[config.mk]
export PLATFORM = sky130hd
export DESIGN_NAME = tlv_payload_parser
export DESIGN_NICKNAME = d
export VERILOG_FILES = /design/src/hw/rtl/tpp_pkg.sv /design/src/hw/rtl/tlv_payload_parser.sv /design/src/hw/rtl/tpp_cfg.sv /design/src/hw/rtl/tpp_parse.sv /design/src/hw/rtl/tpp_out_buf.sv
export SDC_FILE = /design/constraint.sdc
export NUM_CORES = 1
export LEC_CHECK = 0
export BUFFER_PORTS_ARGS = -buffer_cell sky130_fd_sc_hd__buf_2
export CAP_MARGIN = 30
export CORE_MARGIN = 1.5
export CORE_UTILIZATION = 60
export DETAILED_ROUTE_END_ITERATION = 10
export GPL_TIMING_DRIVEN = 0
export PLACE_DENSITY = 0.79
export SLEW_MARGIN = 40
export SYNTH_ARGS = -nofsm -noshare
export SYNTH_HDL_FRONTEND = slang
export SYNTH_SLANG_ARGS = --single-unit
[constraint.sdc]
create_clock -name i_clk -period 16.2 [get_ports i_clk]
set_input_delay 3.24 -clock i_clk [delete_from_list [all_inputs] [get_ports i_clk]]
set_output_delay 3.24 -clock i_clk [all_outputs]
set_load 0.02 [all_outputs]
[src/hw/rtl/tpp_pkg.sv]
`timescale 1ns / 1ps

package tpp_pkg;

    localparam int NSLOTS = 4;
    localparam int OFF_W  = 11;
    localparam int LEN_W  = 8;
    localparam int CODE_W = 8;
    localparam int IDX_W  = 2;

    localparam logic [1:0] PH_TYPE  = 2'd0;
    localparam logic [1:0] PH_LEN   = 2'd1;
    localparam logic [1:0] PH_VALUE = 2'd2;

    localparam logic [1:0] ST_OK       = 2'd0;
    localparam logic [1:0] ST_OVERRUN  = 2'd1;
    localparam logic [1:0] ST_TRAILING = 2'd2;
    localparam logic [1:0] ST_OVERCAP  = 2'd3;

    localparam logic [IDX_W-1:0] REG_NONCE    = 2'd0;
    localparam logic [IDX_W-1:0] REG_PASSWORD = 2'd1;
    localparam logic [IDX_W-1:0] REG_COMMAND  = 2'd2;
    localparam logic [IDX_W-1:0] REG_OUTPUT   = 2'd3;

    typedef logic [NSLOTS-1:0][CODE_W-1:0] t_codes;

    typedef struct packed {
        logic [NSLOTS-1:0][LEN_W-1:0] length;
        logic [NSLOTS-1:0][OFF_W-1:0] offset;
        logic [NSLOTS-1:0]            found;
        logic [1:0]                   status;
    } t_result;

endpackage

[src/hw/rtl/tlv_payload_parser.sv]
`timescale 1ns / 1ps

// Type/length/value payload parser. Takes one payload byte per cycle on the
// slave stream while tready is high and updates its parse state as each byte
// is accepted; the state update is a step of the phase counter and slot
// capture logic. A beat with tlast, or with tuser (empty packet) set, closes
// the packet and produces one result beat, registered in the output buffer
// before it reaches the master stream. Results sit in a two-entry output
// buffer: tready drops only while two results wait to be taken. The user
// must write capture type codes through the config port only while idle;
// the block does not enforce this. No clearing pass is needed after reset.
module tlv_payload_parser
    import tpp_pkg::*;
#(
    parameter int MAX_PAYLOAD = 2048
) (
    input  logic             i_clk,
    input  logic             i_rst_n,

    input  logic             s_axis_tvalid,
    output logic             s_axis_tready,
    input  logic [7:0]       s_axis_tdata,  // [7:0] payload_byte
    input  logic             s_axis_tlast,
    input  logic             s_axis_tuser,  // [0] empty_packet

    output logic             m_axis_tvalid,
    input  logic             m_axis_tready,
    // [1:0] status, [5:2] found_mask, [16:6] nonce_offset, [24:17] nonce_length,
    // [35:25] password_offset, [43:36] password_length, [54:44] command_offset,
    // [62:55] command_length, [73:63] output_offset, [81:74] output_length,
    // [87:82] zero
    output logic [87:0]      m_axis_tdata,

    input  logic             i_cfg_valid,
    output logic             o_cfg_ready,
    input  logic [IDX_W-1:0] i_cfg_index,
    input  logic [7:0]       i_cfg_data
);

    t_codes  codes;
    t_result result;
    t_result out_res;
    logic    push;
    logic    space;
    logic    accept;

    assign s_axis_tready = space;
    assign accept        = s_axis_tvalid && space;

    tpp_cfg u_cfg (
        .i_clk   (i_clk),
        .i_rst_n (i_rst_n),
        .i_valid (i_cfg_valid),
        .i_index (i_cfg_index),
        .i_data  (i_cfg_data),
        .o_ready (o_cfg_ready),
        .o_codes (codes)
    );

    tpp_parse #(
        .MAX_PAYLOAD (MAX_PAYLOAD)
    ) u_parse (
        .i_clk    (i_clk),
        .i_rst_n  (i_rst_n),
        .i_accept (accept),
        .i_byte   (s_axis_tdata),
        .i_last   (s_axis_tlast),
        .i_empty  (s_axis_tuser),
        .i_codes  (codes),
        .o_push   (push),
        .o_result (result)
    );

    tpp_out_buf u_out_buf (
        .i_clk   (i_clk),
        .i_rst_n (i_rst_n),
        .i_push  (push),
        .i_data  (result),
        .o_space (space),
        .o_valid (m_axis_tvalid),
        .i_ready (m_axis_tready),
        .o_data  (out_res)
    );

    assign m_axis_tdata = {6'b0,
                           out_res.length[3], out_res.offset[3],
                           out_res.length[2], out_res.offset[2],
                           out_res.length[1], out_res.offset[1],
                           out_res.length[0], out_res.offset[0],
                           out_res.found, out_res.status};

endmodule

[src/hw/rtl/tpp_cfg.sv]
`timescale 1ns / 1ps

module tpp_cfg
    import tpp_pkg::*;
(
    input  logic             i_clk,
    input  logic             i_rst_n,
    input  logic             i_valid,
    input  logic [IDX_W-1:0] i_index,
    input  logic [7:0]       i_data,
    output logic             o_ready,
    output t_codes           o_codes
);

    t_codes r_codes;

    assign o_ready = 1'b1;
    assign o_codes = r_codes;

    always_ff @(posedge i_clk) begin
        if (!i_rst_n) begin
            r_codes[REG_NONCE]    <= 8'd1;
            r_codes[REG_PASSWORD] <= 8'd2;
            r_codes[REG_COMMAND]  <= 8'd3;
            r_codes[REG_OUTPUT]   <= 8'd4;
        end else if (i_valid) begin
            r_codes[i_index] <= i_data;
        end
    end

endmodule

[src/hw/rtl/tpp_parse.sv]
`timescale 1ns / 1ps

module tpp_parse
    import tpp_pkg::*;
#(
    parameter int MAX_PAYLOAD = 2048
) (
    input  logic    i_clk,
    input  logic    i_rst_n,
    input  logic    i_accept,
    input  logic [7:0] i_byte,
    input  logic    i_last,
    input  logic    i_empty,
    input  t_codes  i_codes,
    output logic    o_push,
    output t_result o_result
);

    localparam int POS_W = $clog2(MAX_PAYLOAD + 1);
    localparam int CW    = (POS_W > OFF_W) ? POS_W : OFF_W;

    logic [1:0]                   r_phase, n_phase;
    logic [POS_W-1:0]             r_pos, n_pos;
    logic [CODE_W-1:0]            r_type, n_type;
    logic [LEN_W-1:0]             r_left, n_left;
    logic [LEN_W-1:0]             r_plen, n_plen;
    logic [OFF_W-1:0]             r_vstart, n_vstart;
    logic [NSLOTS-1:0][OFF_W-1:0] r_off, n_off;
    logic [NSLOTS-1:0][LEN_W-1:0] r_len, n_len;
    logic [NSLOTS-1:0]            r_found, n_found;
    logic                         r_over, n_over;

    logic [CW-1:0]    pos_inc;
    logic             commit;
    logic [OFF_W-1:0] commit_off;
    logic             close;

    assign pos_inc = CW'(r_pos) + CW'(1);
    assign close   = i_empty || i_last;

    always_comb begin
        n_phase    = r_phase;
        n_pos      = r_pos;
        n_type     = r_type;
        n_left     = r_left;
        n_plen     = r_plen;
        n_vstart   = r_vstart;
        n_off      = r_off;
        n_len      = r_len;
        n_found    = r_found;
        n_over     = r_over;
        commit     = 1'b0;
        commit_off = r_vstart;

        if (!i_empty) begin
            if (r_pos >= POS_W'(MAX_PAYLOAD)) begin
                n_over = 1'b1;
            end else begin
                n_pos = pos_inc[POS_W-1:0];
                unique case (r_phase)
                    PH_LEN: begin
                        n_plen   = i_byte;
                        n_vstart = pos_inc[OFF_W-1:0];
                        if (i_byte == '0) begin
                            commit     = 1'b1;
                            commit_off = pos_inc[OFF_W-1:0];
                            n_phase    = PH_TYPE;
                        end else begin
                            n_left  = i_byte;
                            n_phase = PH_VALUE;
                        end
                    end
                    PH_VALUE: begin
                        n_left = r_left - LEN_W'(1);
                        if (r_left == LEN_W'(1)) begin
                            commit  = 1'b1;
                            n_phase = PH_TYPE;
                        end
                    end
                    default: begin
                        // unused phase code behaves as expect-type
                        n_type  = i_byte;
                        n_phase = PH_LEN;
                    end
                endcase
            end
        end

        // lowest-numbered slot wins on duplicate codes
        if (commit) begin
            priority if (i_codes[0] == r_type) begin
                n_off[0] = commit_off; n_len[0] = n_plen; n_found[0] = 1'b1;
            end else if (i_codes[1] == r_type) begin
                n_off[1] = commit_off; n_len[1] = n_plen; n_found[1] = 1'b1;
            end else if (i_codes[2] == r_type) begin
                n_off[2] = commit_off; n_len[2] = n_plen; n_found[2] = 1'b1;
            end else if (i_codes[3] == r_type) begin
                n_off[3] = commit_off; n_len[3] = n_plen; n_found[3] = 1'b1;
            end
        end
    end

    always_comb begin
        o_push   = i_accept && close;
        o_result = '0;
        if (n_over) begin
            o_result.status = ST_OVERCAP;
        end else begin
            unique case (n_phase)
                PH_VALUE: o_result.status = ST_OVERRUN;
                PH_LEN:   o_result.status = ST_TRAILING;
                default:  o_result.status = ST_OK;
            endcase
            o_result.found  = n_found;
            o_result.offset = n_off;
            o_result.length = n_len;
        end
    end

    always_ff @(posedge i_clk) begin
        if (!i_rst_n || (i_accept && close)) begin
            r_phase  <= PH_TYPE;
            r_pos    <= '0;
            r_type   <= '0;
            r_left   <= '0;
            r_plen   <= '0;
            r_vstart <= '0;
            r_off    <= '0;
            r_len    <= '0;
            r_found  <= '0;
            r_over   <= 1'b0;
        end else if (i_accept) begin
            r_phase  <= n_phase;
            r_pos    <= n_pos;
            r_type   <= n_type;
            r_left   <= n_left;
            r_plen   <= n_plen;
            r_vstart <= n_vstart;
            r_off    <= n_off;
            r_len    <= n_len;
            r_found  <= n_found;
            r_over   <= n_over;
        end
    end

endmodule

[src/hw/rtl/tpp_out_buf.sv]
`timescale 1ns / 1ps

module tpp_out_buf
    import tpp_pkg::*;
(
    input  logic    i_clk,
    input  logic    i_rst_n,
    input  logic    i_push,
    input  t_result i_data,
    output logic    o_space,
    output logic    o_valid,
    input  logic    i_ready,
    output t_result o_data
);

    logic    r_out_valid;
    logic    r_skid_valid;
    t_result r_out;
    t_result r_skid;

    assign o_space = !r_skid_valid;
    assign o_valid = r_out_valid;
    assign o_data  = r_out;

    always_ff @(posedge i_clk) begin
        if (!i_rst_n) begin
            r_out_valid  <= 1'b0;
            r_skid_valid <= 1'b0;
        end else if (r_out_valid && !i_ready) begin
            // hold the waiting beat, park a new one behind it
            if (i_push) begin
                r_skid_valid <= 1'b1;
            end
        end else if (r_skid_valid) begin
            r_out_valid  <= 1'b1;
            r_skid_valid <= i_push;
        end else begin
            r_out_valid <= i_push;
        end
    end

    always_ff @(posedge i_clk) begin
        if (r_out_valid && !i_ready) begin
            if (i_push) begin
                r_skid <= i_data;
            end
        end else if (r_skid_valid) begin
            r_out <= r_skid;
            if (i_push) begin
                r_skid <= i_data;
            end
        end else if (i_push) begin
            r_out <= i_data;
        end
    end

endmodule
==> summary.md <==
| Metric | Value |
|---|---|
| Outcome | `finished clean` |
| Clk sink count | `328` |
| Yosys warns | `0` |
| Drt via density | `6.594` |
| Largest net degree at the start of global routing | `25` |
| Number of flops mapped to enable cells by yosys | `164` |
| Final nets | `1844` |
| DR WL/cell | `between 20 and 25 µm` |
| Final setup fails | `0` |
| GR Overflow Total | `0` |
| Post-route ant nets | `0` |
| Initial antenna violation count | `0` |
| Core Util, Final | `69.97%` |
| Area growth from synthesis to layout | `14.54%` |
| Critical path type | `reg -> out` |
| Starting density of the core | `61.08%` |
| Arr. time, crit path | `2.04 ns` |
| Worst VDD drop | `a little over 0.0001 V` |
| Clock root cell | `clkbuf_16` |
| Num rows | `59` |
| Number of DRC markers in iteration 0 | `2259` |
| Post-cts gate resize count | `0` |
| Die X | `between 150 and 200 µm` |
| Post-synth ARST share | `0%` |
| Max Cap Viol | `0` |
| Unrepaired setup endpoints after global routing | `no` |
| Worst-margin pin slew | `0.9254 ns` |
| Num CTS Buffers | `36` |
| Avg Cell Area, Syn | `just under 10 µm²` |
| Number of global-route vias before repair | `13433` |
| Detailed Place HPWL | `33430 µm` |
| Port bufs | `106` |
| IO Count | `around 120` |
| Worst Setup Start Kind | `flop` |
| Leakage | `approximately 0.006 µW` |
| Hold Crit Class | `reg -> reg` |
| Final worst path period need | `5.282 ns` |
| Placeable Area | `25980 µm²` |
| Number of filler cells placed in the layout | `2025` |
| Tot GR Track Use | `between 30% and 40%` |
| Antenna cells | `0` |
| Top flip-flop cell by instance count after synthesis | `edfxtp_1` |
| Worst setup EP type | `output port` |
| FF+latch area | `8208 µm²` |
| Sequential-to-total area share from yosys stat | `51.71%` |
| Mapped Area | `15870 µm²` |
| Max-slew violation count | `0` |
| Residual DRC | `0` |
| Postcts setup bufs | `0` |
| Setup TNS | `0 ns` |
| Slew HR | `a little under two fifths` |
| WL final | `approximately 48000 µm` |
| CTS clk-pin slew, worst paths | `0.06 ns` |
| Critical Path Fanout Max | `10` |
| P per Cell Area | `100.1 nW/µm²` |
| Period utilization | `32.61%` |
| Final hold violations | `0` |
| Multi-input gate area | `6919 µm²` |
| Final RePlAce weighted congestion | `a little over 1` |
| CP required | `12.96 ns` |
| Global-route wire length before repair | `74150 µm` |
| DRT Pass-1 Iters | `7` |
| Fraction of layout cells with a size suffix above 1 | `around 16%` |
| Maximum clock frequency | `0.1893 GHz` |
| Worst Skew | `around 0.015 ns` |
| Post-synth cell types | `70` |
| Via count | `14349` |
| Clk Latency, worst-skew pair | `0.53 ns` |
| Post-Synthesis Cells | `1647` |
| CTS Hold Bufs | `0` |
| Die span in y | `~170 µm` |
| H-tree levels | `2` |
| Count of state elements after synthesis | `328` |
| CTS tree | `built` |
| Max Root-Sink Buffers | `3` |
| Die area | `27440 µm²` |
## metal layers
metal / global-route usage [%] / share of wire (%)
met4: 16.06 / 5.2
met5: 0 / 0
met3: 7.479 / 12
met2: 53.80 / 46
met1: 44.46 / 37
## cell type report
class | count | area share, %
multi-input cells | 1141 | 38.06
well taps | 335 | 2.305
plain buffers | 168 | 4.088
flip-flops and latches | 328 | 45.14
clock buffers | 52 | 5.574
repair buffers | 123 | 3.840
inverters | 15 | 0.3097
clock inverters | 14 | 0.6813
## report_power, final
part           internal (µW)  switching, µW
clock network            469            334
registers                888           6.16
logic                   34.0           89.2
## cell usage in the layout, fill, tap and decap left out, types with 8 or more instances in the layout
cell,n
inv_1,15
nor2_1,78
dfxtp_1,164
or3_1,8
xor2_1,14
o21ai_1,20
o21ai_0,82
buf_2,156
a21oi_1,120
nand4_1,115
and3_1,29
mux2i_1,65
clkbuf_16,37
o31ai_1,57
mux2_2,14
clkbuf_1,117
a21boi_0,22
nand2_1,222
edfxtp_1,164
nand3_1,53
nor2b_1,19
nor3_1,29
xnor2_1,30
o211ai_1,48
buf_4,22
a31oi_1,22
## sequential cells by signal, summed over array words and instances, names as in the netlist, 11 cells and up
register          flops
u_out_buf.o_data     82
u_out_buf.r_skid     82
u_parse.r_off        44
u_cfg.o_codes        32
u_parse.r_len        32
u_parse.r_pos        12
u_parse.r_vstart     11
## synth_stat cells (8+ instances only)
library cell | n | area share [%]
buf_4 | 15 | 0.71
a21boi_0 | 22 | 1.0
inv_1 | 15 | 0.35
o21ai_1 | 20 | 0.63
o31ai_1 | 57 | 2.7
or3_1 | 8 | 0.32
a31oi_1 | 25 | 0.99
o21ai_0 | 82 | 2.6
nor3_1 | 30 | 0.95
nand2_1 | 222 | 5.2
xor2_1 | 14 | 0.77
nand4_1 | 115 | 4.5
mux2_2 | 14 | 0.99
edfxtp_1 | 164 | 31
mux2i_1 | 65 | 4.1
and3_1 | 29 | 1.1
nor2_1 | 78 | 1.8
o211ai_1 | 48 | 2.3
a21oi_1 | 121 | 3.8
dfxtp_1 | 164 | 21
nand3_1 | 53 | 1.7
nor2b_1 | 20 | 0.79
buf_2 | 44 | 1.4
clkbuf_1 | 106 | 2.5
xnor2_1 | 30 | 1.7
## kinds of logic after synthesis
kind of cell    synth area share (%)
buf+inv                        5.037
other cells                  0.04731
simple gates                   18.63
compound gates                 16.58
mux                            5.092
fa+ha+maj                     0.4729
xor+xnor                       2.428
flops                          51.71
## worst max-delay path: stages, from the launching register on
cell and delay (ns):
dfxtp_1 0.30, clkbuf_1 0.23, inv_1 0.23, clkbuf_1 0.48
buf_2 0.27
## final timing paths
check	start	end	slack, ns	cells past startpoint
worst max-delay path	u_out_buf.r_skid_valid	s_axis_tready	10.92	4
worst min-delay path	u_parse.r_plen[5]	u_parse.r_plen[5]	0.45	2
worst max register to register	u_parse.r_phase[0]	u_out_buf.o_data[49]	13.06	8
worst min register to register	u_parse.r_plen[5]	u_parse.r_plen[5]	0.45	2
## through the flow
step	area, µm²	total power [µW]	setup slack, ns	hold WS [ns]	instances
final	18180	1820	10.92	0.4540	2176
after global routing	18180	1860	10.90	0.4720	2176
after CTS	18180	1817	11.00	0.4543	2176
after detailed placement	17040	1032	10.56	0.4459	2110
after global placement	16840	1028	3.508	0.4393	2093
after floorplan	15890	988.1	6.504	0.4338	1652
Power figures use the tool's default switching activity.
